$ cat src/design/dsa_ram.sv
`timescale 1ns / 1ps
// ----------------------------------------------------------------------------
// dsa_ram
// Generic simple dual-port RAM: one write port, one read port, registered
// read data.
// ----------------------------------------------------------------------------
module dsa_ram #(
    parameter int WIDTH = 8,
    parameter int DEPTH = 16,
    localparam int AW   = (DEPTH > 1) ? $clog2(DEPTH) : 1
) (
    input  logic             aclk,
    input  logic             we,
    input  logic [AW-1:0]    waddr,
    input  logic [WIDTH-1:0] wdata,
    input  logic [AW-1:0]    raddr,
    output logic [WIDTH-1:0] rdata
);

    logic [WIDTH-1:0] mem [DEPTH];
    logic [WIDTH-1:0] rdata_reg;

    always_ff @(posedge aclk) begin
        if (we) begin
            mem[waddr] <= wdata;
        end
        rdata_reg <= mem[raddr];
    end

    assign rdata = rdata_reg;

endmodule

$ cat config.mk
export PLATFORM = sky130hd
export DESIGN_NAME = dsa_ram
export DESIGN_NICKNAME = d
export VERILOG_FILES = /design/src/design/dsa_ram.sv
export SDC_FILE = /design/constraint.sdc
export NUM_CORES = 1
export LEC_CHECK = 0
export ABC_AREA = 1
export BUFFER_PORTS_ARGS = -buffer_cell sky130_fd_sc_hd__buf_2
export CORE_MARGIN = 4
export CORE_UTILIZATION = 35
export CTS_CLUSTER_DIAMETER = 120
export DETAILED_ROUTE_END_ITERATION = 6
export PLACE_DENSITY = 0.58
export SYNTH_ARGS = -nofsm -noshare
export SYNTH_HDL_FRONTEND = slang
export SYNTH_SLANG_ARGS = --single-unit
$ cat constraint.sdc
create_clock -name aclk -period 3.1 [get_ports aclk]
set_clock_uncertainty 0.1 [all_clocks]
set_input_delay 0 -clock aclk [delete_from_list [all_inputs] [get_ports aclk]]
set_output_delay 0 -clock aclk [all_outputs]
set_load 0.05 [all_outputs]
After elaboration in Yosys (flattened, before gate mapping)
Memory sizes are Yosys's and may differ from the RTL's. A register that Yosys moved wholly into a read port is not among the register bits. Cells that the tools add are included.

RAM bits: 128. Register bits after elaboration: 0. Memories kept: 1. Logic and storage cells: 3. Output and inout port bits: 8.

Memories: mem (words 16, bits a word 8, rd ports 1, clocked after memory_dff 1, write ports 1, line 20) `logic [WIDTH-1:0] mem [DEPTH];`.

Multiplexer cells: 2.

Operators with widths (number): $mux W1 (2).

Depth between registers and ports, before layout
Gate-level depths: netlist of run 1.

Depth in word-level cells: 2. Gate-level depth with buffers: 8.

Worst setup path after synthesis of run 1
Ideal clock, no wire load.

Path kind: input-to-reg. Start point: input waddr[2]. End point: memory mem[10][0] (enable). Slack: 2049 ps. Stages on the path: 2. Arrival: 581 ps. Required time: 2630 ps. Path through: nand3b_1 > nor2_1.

RTL lines: start: declaration (line 14) `input logic [AW-1:0] waddr,`; end: declaration (line 20).

No word-level cell before the write port.

==> results of run 1 <==
## report_power, final
| part | switching (W) | total (W) | internal [W] |
|---|---|---|---|
| Clock | 0.000709 | 0.00206 | 0.00135 |
| Combinational | 0.000216 | 0.000290 | 0.0000738 |
| Sequential | 0.0000146 | 0.00207 | 0.00206 |
## final cells by class
cell class / instances / area [µm²]
clock buffer: 21 / 450.4
clock inverter: 11 / 152.6
fill: 1556 / 9281
inverter: 102 / 382.9
multi-input combinational: 289 / 1214
sequential: 136 / 4004
tap: 216 / 270.3
timing repair buffer: 38 / 245.2
## per-stage QoR
stage | util, % | setup slack (ns) | instance area (µm²) | std cells
2_1_floorplan | - | 2.049 | 5767 | 551
3_3_place_gp | 37.66 | 1.408 | 6026 | 772
3_5_place_dp | 37.66 | 1.395 | 6026 | 772
4_1_cts | 41.99 | 1.842 | 6719 | 813
5_1_grt | 41.99 | 1.625 | 6719 | 813
6_report | 41.99 | 1.802 | 6719 | 813
## critical path: stages
cell and delay, ns:
buf_2 0.11, inv_2 0.40, buf_4 0.41, nand2_1 0.08, nand3_1 0.11, nand3_1 0.10, nand3_1 0.18, nand2_1 0.09
## synth_stat cells
cell,instances,share of area (%)
inv_1,100,6.5
nand2_1,173,11
buf_2,13,1.1
dfxtp_1,8,2.8
nor2_1,17,1.1
edfxtp_1,128,67
buf_1,1,0.065
inv_2,2,0.13
nand3b_1,2,0.26
nand3_1,97,8.4
buf_6,6,1.2
buf_4,4,0.52
## worst max path at each step
stage,end,start
floorplan,mem[10][0],waddr[2]
detailed placement,rdata[3],raddr[0]
CTS,rdata[3],raddr[0]
finish,rdata[5],raddr[0]
global route,rdata[5],raddr[0]
global placement,rdata[3],raddr[0]
## routing by layer
layer	wire length (µm)	vias to the layer above	part of all wire (%)	GRT usage (%)
li1	-	1844	-	-
met1	5927	1812	45	19.87
met2	6326	115	48	24.49
met3	745	17	5.6	3.960
met4	216	0	1.6	5.823
met5	0	-	0	0
## repair_timing
action | 4_1_cts | 5_1_grt
hold endpoints to repair | 136 | 0
setup endpoints to repair | 0 | 0
hold buffers | 9 | 0
## cell families after synthesis
family / Yosys count / synth area share [%]
buffers and inverters: 126 / 9.525
DFF: 136 / 69.43
and+or+nand+nor: 289 / 21.05
==> qor.csv, run 1 <==
stage;metric;value;unit
timing;max_freq;770.4;MHz
hold_path;whs_endpoint;rdata[7];
die;fp.dieW;136.4;µm
clock_network;cts_resized;0;
setup_path;reg2reg_slack;1.92;ns
route;ant_nets;0;
yosys;netlist_instances;551;
global_route;track_usage;15.25;%
route;drc;0;
die;start_util;36.04;%
layout;largest_register_ff_count;128;
setup_path;r2r-start;mem[5][5];
timing;finalSetupViolCount;0;
yosys;synth_area;5767;µm²
timing;rsz0062_at_grt;no;
route;drt_wl_total;13220;µm
die;die_area;18590;µm²
setup_path;crit_fanout;31;
timing;slew_headroom;39.29;%
clock_network;clkTransAtPathRegs;0.05;ns
global_route;grt_remaining_overflow;0;
layout;num-nets-final;602;
layout;drive_gt1_share;9.715;%
hold_path;hold_path.class;in2reg;
hold_path;whs_path_depth;4;
layout;antennaDiodeCount;0;
setup_path;r2r_end;rdata[5];
global_route;antenna_found_initial;0;
power;total_power;0.004423;W
yosys;yosysWarnings;0;
yosys;synth_cell_types;12;
timing;fin_crit_sh;41.87;%
global_route;grt_pass1_wl;20780;µm
placed_design;gp_congestion;0.8103;
timing;whs;0.03654;ns
power;irDropWorstVdd;0.3934;mV
yosys;synth_nets;569;
route;drt_iter0_drc;340;
setup_path;crit_required;3.30;ns
clock_network;clock-root-buffer;clkbuf_16;
global_route;grt_max_degree;65;
timing;final_hold_viol_count;0;
timing;worst_pin_slew;0.9072;ns
clock_network;clk_latency;0.42;ns
hold_path;worstHoldStart;raddr[2];
placed_design;hpwl;8156;µm
clock_network;cts_buffers;17;
power;p_leak;2.871;nW
yosys;synth.avg_cell_area;10.47;µm²
die;core_area;16000;µm²
setup_path;crit_type;in2reg;
setup_path;start_kind;primary input;
yosys;ys_seq_area_share;69.43;%
route;vias;3788;
layout;final_common_cell;nand2_1;
timing;finalCriticalPeriod;1.298;ns
route;vias_per_cell;4.659;
clock_network;postCtsSetupBuffers;0;
outcome;status;finished, final reports clean;
die;die_h;136.4;µm
global_route;grt_pass1_vias;3709;
clock_network;tritoncts;yes;
clock_network;htreeDepth;4;
job;max-cap-violations;0;
yosys;synth_seq_cells;136;
route;wl_per_cell;16.25;µm
die;rows;46;
timing;fin_setup_tns;0;ns
setup_path;reg2reg_depth;6;
timing;slew_violations;0;
setup_path;cp.arrival;1.50;ns
die;ioPinCount;26;
clock_network;clk_path_buf_depth;2;
setup_path;worst_setup_path_end_kind;flop;
route;drt-pass1-iter-count;5;
placed_design;port_buffers;25;
layout;final_cell_mix;173 x nand2_1, 128 x edfxtp_1, 100 x inv_1, 97 x nand3_1, 25 x buf_2;
power;power_density;658.3;nW/µm²
layout;syn_to_final_growth;16.51;%
clock_network;cts.sinks;136;
(Power assumes the default switching activity.)
==> inputs of run 2 (changes only) <==
==> constraint.sdc (replaced) <==
create_clock -name aclk -period 1.21 [get_ports aclk]
set_clock_uncertainty 0.1 [all_clocks]
set_input_delay 0 -clock aclk [delete_from_list [all_inputs] [get_ports aclk]]
set_output_delay 0 -clock aclk [all_outputs]
set_load 0.05 [all_outputs]
==> qor.csv, run 2 (synthesis results as in run 1) <==
stage;metric;value;unit
power;power_density;1587;nW/µm²
clock_network;cts_buffers;17;
layout;final_cell_mix;173 x nand2_1, 128 x edfxtp_1, 100 x inv_1, 97 x nand3_1;
timing;slew_violations;0;
power;p_leak;3.036;nW
placed_design;postPlaceCellArea;6311;µm²
clock_network;clk_path_buf_depth;2;
die;start_util;36.04;%
clock_network;clkTransAtPathRegs;0.06;ns
global_route;grt_pass1_vias;3736;
layout;finalCoreUtilization;43.76;%
layout;largest_register_ff_count;128;
global_route;grt_pass1_wl;20840;µm
layout;antennaDiodeCount;0;
global_route;antenna_found_initial;0;
placed_design;port_buffers;25;
layout;n_fill_cell;1555;
setup_path;critical_path.most_common_cell;nand3_1;
clock_network;tritoncts;yes;
route;drt-pass1-iter-count;5;
timing;max_freq;859.7;MHz
timing;final_hold_viol_count;0;
global_route;track_usage;15.51;%
layout;syn_to_final_growth;21.41;%
setup_path;cp_slowest_stage_delay;0.53;ns
clock_network;postCtsSetupBuffers;0;
die;fp.dieW;136.4;µm
layout;num-nets-final;633;
outcome;status;finished, final reports clean;
layout;drive_gt1_share;13.56;%
setup_path;path_buf_inv;4;
global_route;grt_max_degree;33;
placed_design;placed_cells;800;
setup_path;crit_type;in2reg;
job;max-cap-violations;0;
timing;rsz0062_at_grt;no;
timing;worst_pin_slew;0.4263;ns
setup_path;crit_fanout;16;
clock_network;clock-root-buffer;clkbuf_16;
layout;fin_cells;843;
setup_path;cp_cell_sequence;dlygate4sd3_1, buf_2, inv_1, buf_6, nand3_1, nand3_1, nand2_1;
setup_path;start_kind;primary input;
setup_path;worst_setup_path_end_kind;flop;
timing;finalSetupViolCount;0;
route;wl_per_cell;16.05;µm
die;ioPinCount;26;
route;vias;3845;
timing;slew_headroom;71.58;%
layout;final_common_cell;nand2_1;
setup_path;cp.arrival;1.37;ns
placed_design;gp_congestion;0.8306;
timing;fin_crit_sh;96.14;%
setup_path;path_delay_family;buffers and inverters;
route;vias_per_cell;4.561;
route;drc;0;
setup_path;crit_required;1.42;ns
die;die_area;18590;µm²
route;ant_nets;0;
route;drt_iter0_drc;431;
die;core_area;16000;µm²
clock_network;cts.sinks;136;
global_route;grt_remaining_overflow;0;
layout;design_area;7002;µm²
timing;finalCriticalPeriod;1.163;ns
route;drt_wl_total;13530;µm
clock_network;htreeDepth;4;
setup_path;cp_slowest_cell;dlygate4sd3_1;
die;die_h;136.4;µm
placed_design;hpwl;8847;µm
timing;fin_setup_tns;0;ns
clock_network;clk_latency;0.42;ns
die;rows;46;
hold_path;hold_path.class;in2reg;
power;irDropWorstVdd;1.003;mV
==> run 2: cell count changes in the layout (fill, tap and decap cells not counted), sizes merged <==
cell	change
bufinv	-1
dlygate4sd3	+3
clkinv	+1
buf	+28
clkbuf	-2
clkinvlp	+1
==> run 2: metrics by stage <==
stage / hold slack (ns) / worst slack [ns] / power, W
6_report: 0.04781 / 0.04676 / 0.01111
5_1_grt: 0.1204 / 0.01159 / 0.01148
4_1_cts: 0.04599 / 0.008971 / 0.01120
3_5_place_dp: 0.2737 / 0.03990 / 0.006194
3_3_place_gp: 0.2776 / 0.02526 / 0.006186
2_1_floorplan: -0.001131 / 0.1592 / 0.005870
==> run 2: timing repair <==
action	in CTS	in global routing
hold buffers	12	0
setup endpoints to repair	0	2
endpoints found under the hold margin	136	0
resized for setup	0	1
==> run 2: layout make-up <==
| class | instances | area, µm² | area share, % |
|---|---|---|---|
| Clock buffer | 19 | 432.9 | 6.183 |
| Clock inverter | 12 | 133.9 | 1.912 |
| Inverter | 102 | 382.9 | 5.468 |
| Multi-Input combinational cell | 289 | 1214 | 17.33 |
| Sequential cell | 136 | 4004 | 57.18 |
| Tap cell | 216 | 270.3 | 3.860 |
| Timing Repair Buffer | 69 | 564.3 | 8.059 |
==> run 2: worst register-to-register path, cell delays in order (launching register included) <==
cell and delay, ns:
edfxtp_1 0.35, inv_1 0.06, nand2_1 0.06, nand3_1 0.12, nand3_1 0.09, nand3_1 0.16
nand2_1 0.07
==> run 2: power by group <==
part	internal, W	switching, W
sequential	0.00527	0.0000335
combinational	0.000259	0.000564
clock	0.00318	0.00180
total	0.00871	0.00240
==> run 2: layer usage <==
layer,vias to the layer above,GRT usage (%),wire (µm)
met3,17,3.664,685
met4,0,6.607,226
met2,103,24.66,6582
li1,1900,-,-
met5,-,0,0
met1,1825,20.40,6038
==> run 2: final timing paths <==
path	startpoint	endpoint	slack (ns)	depth (start not counted)
max	raddr[2]	rdata[2]	0.05	7
min	raddr[1]	rdata[6]	0.05	6
max reg2reg	mem[7][3]	rdata[3]	0.10	6
min reg2reg	mem[10][6]	rdata[6]	0.58	6
