<file path="config.mk">
export PLATFORM = sky130hd
export DESIGN_NAME = dsa_div
export DESIGN_NICKNAME = d
export VERILOG_FILES = /design/src/design/dsa_pkg.sv /design/src/design/dsa_div.sv
export SDC_FILE = /design/constraint.sdc
export NUM_CORES = 1
export LEC_CHECK = 0
export BUFFER_PORTS_ARGS = -buffer_cell sky130_fd_sc_hd__buf_2
export CELL_PAD_IN_SITES_DETAIL_PLACEMENT = 1
export CELL_PAD_IN_SITES_GLOBAL_PLACEMENT = 1
export CORE_ASPECT_RATIO = 1.1
export CORE_MARGIN = 3
export CORE_UTILIZATION = 40
export CTS_CLUSTER_DIAMETER = 150
export CTS_CLUSTER_SIZE = 16
export DETAILED_ROUTE_END_ITERATION = 16
export PLACE_DENSITY = 0.75
export SYNTH_ARGS = -nofsm -noshare
export SYNTH_HDL_FRONTEND = slang
export SYNTH_SLANG_ARGS = --single-unit
export TNS_END_PERCENT = 30
</file>
<file path="constraint.sdc">
create_clock -name aclk -period 2.5 [get_ports aclk]
set_input_delay 0.375 -clock aclk [delete_from_list [all_inputs] [get_ports aclk]]
set_output_delay 0.375 -clock aclk [all_outputs]
set_load 0.02 [all_outputs]
</file>
<file path="src/design/dsa_pkg.sv">
`timescale 1ns / 1ps
// ----------------------------------------------------------------------------
// dsa_pkg
// Shared constants, codes, payload types and helpers for the descriptor slot
// allocator.
// ----------------------------------------------------------------------------
package dsa_pkg;

    // Built capacity and frame count
    localparam int CAPACITY  = 1024;
    localparam int FRAMES    = 3;

    localparam int IDX_W     = $clog2(CAPACITY);
    localparam int CNT_W     = $clog2(CAPACITY + 1);
    localparam int FRM_IDX_W = (FRAMES > 1) ? $clog2(FRAMES) : 1;
    localparam int DEF_DEPTH = FRAMES * CAPACITY;
    localparam int DEF_AW    = $clog2(DEF_DEPTH);

    // Field and register widths
    localparam int ADDR_W     = 48;
    localparam int STRIDE_W   = 13;
    localparam int HSIZE_W    = 11;
    localparam int CMD_W      = 2;
    localparam int FRAME_W    = 2;
    localparam int SLOT_W     = 10;
    localparam int RECL_W     = 11;
    localparam int STATUS_W   = 2;
    localparam int CFG_IDX_W  = 3;
    localparam int CFG_DATA_W = 48;

    // Divider: quotient range reaches past the capacity
    localparam int QUOT_W = CNT_W;
    localparam int REM_W  = QUOT_W + STRIDE_W;
    localparam int OFF_W  = IDX_W + STRIDE_W;

    // Register reset values
    localparam int HEAP_SIZE_RST = 1024;
    localparam int STRIDE_RST    = 32;

    // Commands
    localparam logic [CMD_W-1:0] CMD_ALLOC = 2'd0;
    localparam logic [CMD_W-1:0] CMD_FREE  = 2'd1;
    localparam logic [CMD_W-1:0] CMD_DRAIN = 2'd2;

    // Status codes
    localparam logic [STATUS_W-1:0] ST_OK      = 2'd0;
    localparam logic [STATUS_W-1:0] ST_FULL    = 2'd1;
    localparam logic [STATUS_W-1:0] ST_INVALID = 2'd2;
    localparam logic [STATUS_W-1:0] ST_RANGE   = 2'd3;

    // Configuration register indexes
    localparam logic [CFG_IDX_W-1:0] REG_HEAP_SIZE      = 3'd0;
    localparam logic [CFG_IDX_W-1:0] REG_STRIDE         = 3'd1;
    localparam logic [CFG_IDX_W-1:0] REG_CPU_BASE       = 3'd2;
    localparam logic [CFG_IDX_W-1:0] REG_GPU_BASE       = 3'd3;
    localparam logic [CFG_IDX_W-1:0] REG_SHADER_VISIBLE = 3'd4;

    typedef struct packed {
        logic [CMD_W-1:0]   command;
        logic [ADDR_W-1:0]  handle_cpu_address;
        logic [FRAME_W-1:0] frame_slot;
    } in_item_t;

    typedef struct packed {
        logic [ADDR_W-1:0]   cpu_address;
        logic [ADDR_W-1:0]   gpu_address;
        logic [SLOT_W-1:0]   slot_index;
        logic [RECL_W-1:0]   reclaimed_count;
        logic [STATUS_W-1:0] status;
    } out_item_t;

    typedef struct packed {
        logic              done;
        logic [QUOT_W-1:0] quotient;
        logic              rem_zero;
    } div_out_t;

    // Deferred store address: one row of CAPACITY entries per frame
    function automatic logic [DEF_AW-1:0] def_addr(input logic [FRM_IDX_W-1:0] frame,
                                                   input logic [IDX_W-1:0] pos);
        def_addr = DEF_AW'(frame) * DEF_AW'(CAPACITY) + DEF_AW'(pos);
    endfunction

endpackage

</file>
<file path="src/design/dsa_div.sv">
`timescale 1ns / 1ps
// ----------------------------------------------------------------------------
// dsa_div
// Restoring divider, one quotient bit per cycle. Turns a handle offset into
// a slot index and reports whether the offset sits on a stride boundary.
// ----------------------------------------------------------------------------
module dsa_div
    import dsa_pkg::*;
(
    input  logic                aclk,
    input  logic                aresetn,
    input  logic                start,
    input  logic [REM_W-1:0]    dividend,
    input  logic [STRIDE_W-1:0] divisor,
    output div_out_t            result
);

    localparam int STEP_W = $clog2(QUOT_W + 1);

    logic              busy_reg, busy_next;
    logic              done_reg, done_next;
    logic [STEP_W-1:0] step_reg, step_next;
    logic [REM_W-1:0]  rem_reg,  rem_next;
    logic [REM_W-1:0]  den_reg,  den_next;
    logic [QUOT_W-1:0] quot_reg, quot_next;

    always_comb begin
        busy_next = busy_reg;
        done_next = 1'b0;
        step_next = step_reg;
        rem_next  = rem_reg;
        den_next  = den_reg;
        quot_next = quot_reg;
        if (start) begin
            // dividend is known to be below divisor * 2^QUOT_W
            rem_next  = dividend;
            den_next  = REM_W'({divisor, {(QUOT_W - 1){1'b0}}});
            quot_next = '0;
            step_next = STEP_W'(QUOT_W);
            busy_next = 1'b1;
        end else if (busy_reg) begin
            if (rem_reg >= den_reg) begin
                rem_next  = rem_reg - den_reg;
                quot_next = {quot_reg[QUOT_W-2:0], 1'b1};
            end else begin
                quot_next = {quot_reg[QUOT_W-2:0], 1'b0};
            end
            den_next  = den_reg >> 1;
            step_next = step_reg - STEP_W'(1);
            if (step_reg == STEP_W'(1)) begin
                busy_next = 1'b0;
                done_next = 1'b1;
            end
        end
    end

    always_ff @(posedge aclk) begin
        step_reg <= step_next;
        rem_reg  <= rem_next;
        den_reg  <= den_next;
        quot_reg <= quot_next;
        if (!aresetn) begin
            busy_reg <= 1'b0;
            done_reg <= 1'b0;
        end else begin
            busy_reg <= busy_next;
            done_reg <= done_next;
        end
    end

    assign result.done     = done_reg;
    assign result.quotient = quot_reg;
    assign result.rem_zero = (rem_reg == '0);

endmodule

</file>
# [Yosys cells after proc, flatten, opt, wreduce, memory -nomap -nowiden]
# Cells that the tools add are included.
# W data, S select, Z words.
[classes] addsub=2 magnitude_cmp=1 eq_ne=1 mux=10 bitwise_logic=2 reduce_logical=5
[ops] cell="$mux W24" count=3
[ops] cell="$mux W23" count=2
[ops] cell="$ge A24 B23 Y1" count=1
[ops] cell="$logic_not A24 Y1" count=1
[ops] cell="$sub A24 B23 Y24" count=1
[ops] cell="$mux W1" count=5
[ops] cell="$eq A4 B1 Y1 const B" count=1
[ops] cell="$reduce_bool A2 Y1" count=2
[ops] cell="$sub A4 B1 Y4 const B" count=1
[ops] cell="$reduce_or A3 Y1" count=1
[ops] cell="$not A1 Y1" count=2
[ops] cell="$reduce_and A2 Y1" count=1
[totals] register_bits=64 input_bits=40 elab_cells=28

# [Depth between registers and ports, before layout]
[logic_depth] depth_word=4 depth_mapped=10 depth_no_buf=10

# [Worst setup path before layout]
# OpenSTA, ideal clock, no wires.
[synth_path] path_kind="register to register" start="register rem_reg[0]" end="register rem_reg[0], enable pin" setup_ns=0.310 t_arrival_ns=2.307 path_slack_ns=-0.118 stages_incl_launch_ff=11 path_buffers=0 period_less_slack_ns=2.618 cell_sequence="edfxtp_1 inv_1 ha_1 inv_1 fa_1 a21oi_1 o22a_1 a21boi_1 o21ai_0 a31oi_1 or2_2"
[synth_between] elab_chain_cells=3
[synth_rtl] element="from (decl)" line="dsa_div.sv:23" text="logic [REM_W-1:0] rem_reg, rem_next;"
[synth_rtl] element="from (signal assigned)" line="dsa_div.sv:59" text="rem_reg <= rem_next;"
[synth_rtl] element="$ge A24 B23 Y1" line="dsa_div.sv:42" text="if (rem_reg >= den_reg) begin"
[synth_rtl] element="$reduce_bool A2 Y1 (no source line)"
[synth_rtl] element="$reduce_and A2 Y1 (no source line)"
# Every way passes these cells.
# A chain may end at the register's enable or synchronous reset.

# [Worst setup path in the final report]
[layout_path] start="register rem_reg[0]" end="register rem_reg[20], data pin"
[layout_between] elab_chain_cells=4
[layout_rtl] element="$sub A24 B23 Y24" line="dsa_div.sv:43" text="rem_next = rem_reg - den_reg;"
[layout_rtl] element="$mux W24" line="dsa_div.sv:42"
[layout_rtl] element="$mux W24" line="dsa_div.sv:41" text="end else if (busy_reg) begin"
[layout_rtl] element="$mux W24" line="dsa_div.sv:34" text="if (start) begin"
[layout_rtl] element="net rem_next[20]" line="dsa_div.sv:23"
# The timed path passes the listed nets, and every way through them passes these cells. The select of a mux whose other input is x is not followed.

==> results.txt <==
* Grt total ovfl: 0
* Highest-delay cell along the critical path: sky130_fd_sc_hd__edfxtp_1
* Most frequent cells in the layout: sky130_fd_sc_hd__nand2_1 (66), sky130_fd_sc_hd__buf_2 (52), sky130_fd_sc_hd__nor2_1 (39), sky130_fd_sc_hd__edfxtp_1 (37)
* Top-area cell type share of the netlist area: a little over a quarter
* Required time reported for the critical path endpoint: about 2.6 ns
- Summed over all instances, the cell type with the most area after synthesis is sky130_fd_sc_hd__edfxtp_1.
- Synthesized flop and latch total: 64
* Placement Rows: 38
- The internal portion of the total power is approximately 2700 µW.
* Fin Clk Skew: 0.0122 ns
- Fmax: 406 MHz
- Final non-filler cell area: 5080 µm²
- Number of DRC markers after the initial detailed-route iteration: ~160
- Of the available clock period, the critical path in the final layout requires 98.5%.
- Final Routed Wirelength: about 12000 µm
* Cell Count Post-Placement: 649
- Worst-case register-to-register setup slack: 0.04 ns
- Clock buffers created by TritonCTS: 9
* TritonRoute pass-1 iters: 4
- Hold-critical path endpoint: busy_reg$_SDFF_PN0_
* Port-buffer cells: 52
- R2R depth: 11
- Kind of end point of the critical path: flip-flop
* Initial antenna violation count: 0
* Final setup slack of the worst path: 0.0376 ns
- In this run the number of H-tree levels came out at 3.
- The completed layout was analyzed and its total power is 4410 µW.
* Post-detailed-route DRC marker count: 0
* Area contributors post-synth: sky130_fd_sc_hd__edfxtp_1 (27%), sky130_fd_sc_hd__dfxtp_1 (13%), sky130_fd_sc_hd__ha_1 (7.5%)
- The run finished with clean final reports.
* Proportion of power drawn by combinational gates: 45.0%
- 0 antenna diodes ended up in the layout.
- Entering global routing, the biggest net connects 53 pins.
* Max clock buf depth: 2
- Max reg flops: 24
* Net switching fraction of the power: 39.2%
* Largest fanout of any net on the critical path: 4
- IR analysis of the VDD net gives a maximum drop of 0.308 mV.
* Switching power: around 1700 µW
- Wire length of the first global-routing pass: 18600 µm
- Die extent in x: 103 µm
- Averaged over all synthesized cells, the footprint is slightly below 9 µm².
- RSZ-0062 raised after global routing: yes
* Area of the mapped netlist: roughly 4100 µm²
- Normalized max-slew margin: 61.8%
- Avg WL per Cell: 17.9 µm
- The wire-length estimate of the detail-placed layout is roughly 8800 µm.
- Cts-stage hold buffer count: 0
- Clock tree root driver cell: sky130_fd_sc_hd__clkbuf_8
* Launch point of the worst reg-to-reg path: rem_reg[0]$_DFFE_PP_
- In this run the critical register-to-register path is captured at rem_reg[20]$_DFFE_PP_.
- Leading cell type in the layout, fill and taps excluded: sky130_fd_sc_hd__nand2_1
- The most used flip-flop cell after synthesis is sky130_fd_sc_hd__edfxtp_1.
- The final count of pins violating max slew was 0.
- Number of global-route vias before repair: 3837
- Share of synthesized area occupied by flip-flops and latches: between 30% and 40%
* Total routing usage reported by global routing: 20.5%
- Of all flip-flops after synthesis, the portion carrying an async set or reset was 0%.
- Along the worst hold path, the cell count comes to 2.
* Critical path type: flip-flop to flip-flop
* Synth cell types: 68
- In this run the remaining antenna-violating nets after routing total 0.
* Relative contribution of sequential cells to total power: 32.6%
* Leak Pwr: 0.00210 µW
- Dividing total power by cell area gives a power density of 868 nW/µm².
- The final-report hold violation count came to 0.
- Number of max-capacitance violations reported: 0
- I/O Pins: 53
- Effective utilization at floorplan: 41.5%
* Area of the die: 11600 µm²
- The worst setup path is launched from a flip-flop.
- When the netlist entered floorplanning its net count stood at 533.
* Area growth syn-to-layout: 22.7%
- At the worst endpoint, the arrival time is 2.57 ns.
* Worst min-delay path startpoint: aresetn
- After clock tree synthesis, the clock-pin slew on the worst setup and hold paths is 0.08 ns.
- Timing analysis after detailed placement gives a worst setup slack of -0.163 ns.
* CP Cell Sequence: inv_1 > ha_2 > inv_2 > fa_2 > a21oi_4 > o22a_1 > a21boi_2 > buf_4 > o21a_1 > nor3_1 > a311oi_2
- The clock network accounts for 22.3% of the total power.
* Slew @ Worst Pin: between 0.5 and 0.6 ns
- Core area: 9980 µm²
- Via count: 3746
* Placer congestion estimate: 0.860
- Finish-stage setup viols: 0
- Worst hold-check path type: input pin to flip-flop
* Proportion of layout cells with a drive suffix above 1: 26.2%
- Setup total negative slack on the finished layout was measured at 0 ns.
- Summing all placed instances gives a cell area of between 4000 and 5000 µm².
* # nets final: about 620
- Final cell count without fillers: 674
- Counting flops with a built-in enable in the synthesized netlist gives 37.
- Dividing the detail-routed via count by the number of cells gives 5.56.
* Die Y: 113 µm
- In this design, the stage delay of the slowest critical-path cell is approximately 0.39 ns.
- Synthesized netlist cell count: ~470
- Number of clock sinks: 64
- TritonCTS built the clock tree.
- The worst path needs 2.46 ns of the cycle, external delays included.
* Skew-Pair Late Insertion Delay: 0.37 ns
- For this run, the number of Yosys warnings is 0.
## logic make-up (layout without fill, tap and decap cells)
| family | after synthesis | in the layout | share of synthesized area [%] |
|---|---|---|---|
| buf+inv | 55 | 139 | 6.07 |
| mux | 21 | 21 | 5.10 |
| simple gates | 168 | 171 | 18.9 |
| xor+xnor | 11 | 11 | 2.32 |
| compound gates | 122 | 122 | 19.7 |
| fa+ha+maj | 26 | 26 | 8.03 |
| flops | 64 | 64 | 39.9 |
## layer usage
metal / track usage [%] / vias to the layer above / wire length, µm
met3: 3.27 / 25 / 365
li1: - / 1855 / -
met5: 0 / - / 0
met2: 34.2 / 70 / 5920
met1: 25.8 / 1796 / 5420
met4: 9.50 / 0 / 338
## power groups by stage
stage	Clock (µW)	Combinational (µW)	Sequential (µW)
after floorplan	0	1240	1410
after global placement	0	1700	1450
after detailed placement	0	1780	1460
after CTS	1000	1850	1440
after global routing	1060	2170	1450
final	986	1990	1440
## repair_timing
action / in CTS / in global routing
cloned: 3 / 0
pin swaps: 6 / 16
buffers inserted: 6 / 0
resized for setup: 9 / 28
setup endpoints to repair: 28 / 38
## through the flow
| stage | util, % | hold WS (ns) |
|---|---|---|
| after floorplan | - | 0.465 |
| after global placement | 46.8 | 0.471 |
| after detailed placement | 46.8 | 0.485 |
| after CTS | 49.9 | 0.238 |
| after global routing | 50.9 | 0.260 |
| final | 50.9 | 0.245 |
## synthesized netlist by cell type, types with 4 or more instances
cell and number:
sky130_fd_sc_hd__a21o_1 5, sky130_fd_sc_hd__a21oi_1 22, sky130_fd_sc_hd__a41oi_1 4, sky130_fd_sc_hd__buf_1 4, sky130_fd_sc_hd__clkbuf_1 10, sky130_fd_sc_hd__clkbuf_8 4, sky130_fd_sc_hd__dfxtp_1 27, sky130_fd_sc_hd__edfxtp_1 37
sky130_fd_sc_hd__ha_1 25, sky130_fd_sc_hd__inv_1 34, sky130_fd_sc_hd__mux2i_1 20, sky130_fd_sc_hd__nand2_1 66, sky130_fd_sc_hd__nand3_1 10, sky130_fd_sc_hd__nor2_1 40, sky130_fd_sc_hd__nor2b_1 5, sky130_fd_sc_hd__nor3_1 13
sky130_fd_sc_hd__nor4_1 8, sky130_fd_sc_hd__o21a_1 6, sky130_fd_sc_hd__o21ai_0 41, sky130_fd_sc_hd__o31ai_1 5, sky130_fd_sc_hd__xnor2_1 7, sky130_fd_sc_hd__xor2_1 4
## layout make-up
cell class	count	area (µm²)
clock inverters	5	62.6
multi-input cells	351	2390
fillers	1213	4900
inverters	35	131
clock buffers	11	153
flip-flops and latches	64	1650
repair buffers	88	543
well taps	120	150
## worst max path at each step
stage | startpoint | endpoint | slack (ns) | depth (start not counted)
6_report | rem_reg[0]$_DFFE_PP_ | rem_reg[20]$_DFFE_PP_ | 0.04 | 11
5_1_grt | rem_reg[1]$_DFFE_PP_ | rem_reg[17]$_DFFE_PP_ | -0.04 | 7
4_1_cts | rem_reg[6]$_DFFE_PP_ | rem_reg[17]$_DFFE_PP_ | -0.006 | 7
3_5_place_dp | rem_reg[0]$_DFFE_PP_ | rem_reg[23]$_DFFE_PP_ | -0.16 | 10
3_3_place_gp | rem_reg[0]$_DFFE_PP_ | rem_reg[3]$_DFFE_PP_ | -0.04 | 10
2_1_floorplan | rem_reg[0]$_DFFE_PP_ | rem_reg[0]$_DFFE_PP_ | 0.03 | 10
## worst max-delay path, delay by kind of cell (launching register included)
| kind | cells | cell delay (ns) |
|---|---|---|
| AO/OA/AOI/OAI | 5 | 0.72 |
| adder cells (fa/ha/maj) | 2 | 0.57 |
| flip-flops | 1 | 0.39 |
| buffers and inverters | 3 | 0.27 |
| AND/OR/NAND/NOR | 1 | 0.25 |
(Power assumes the default switching activity.)
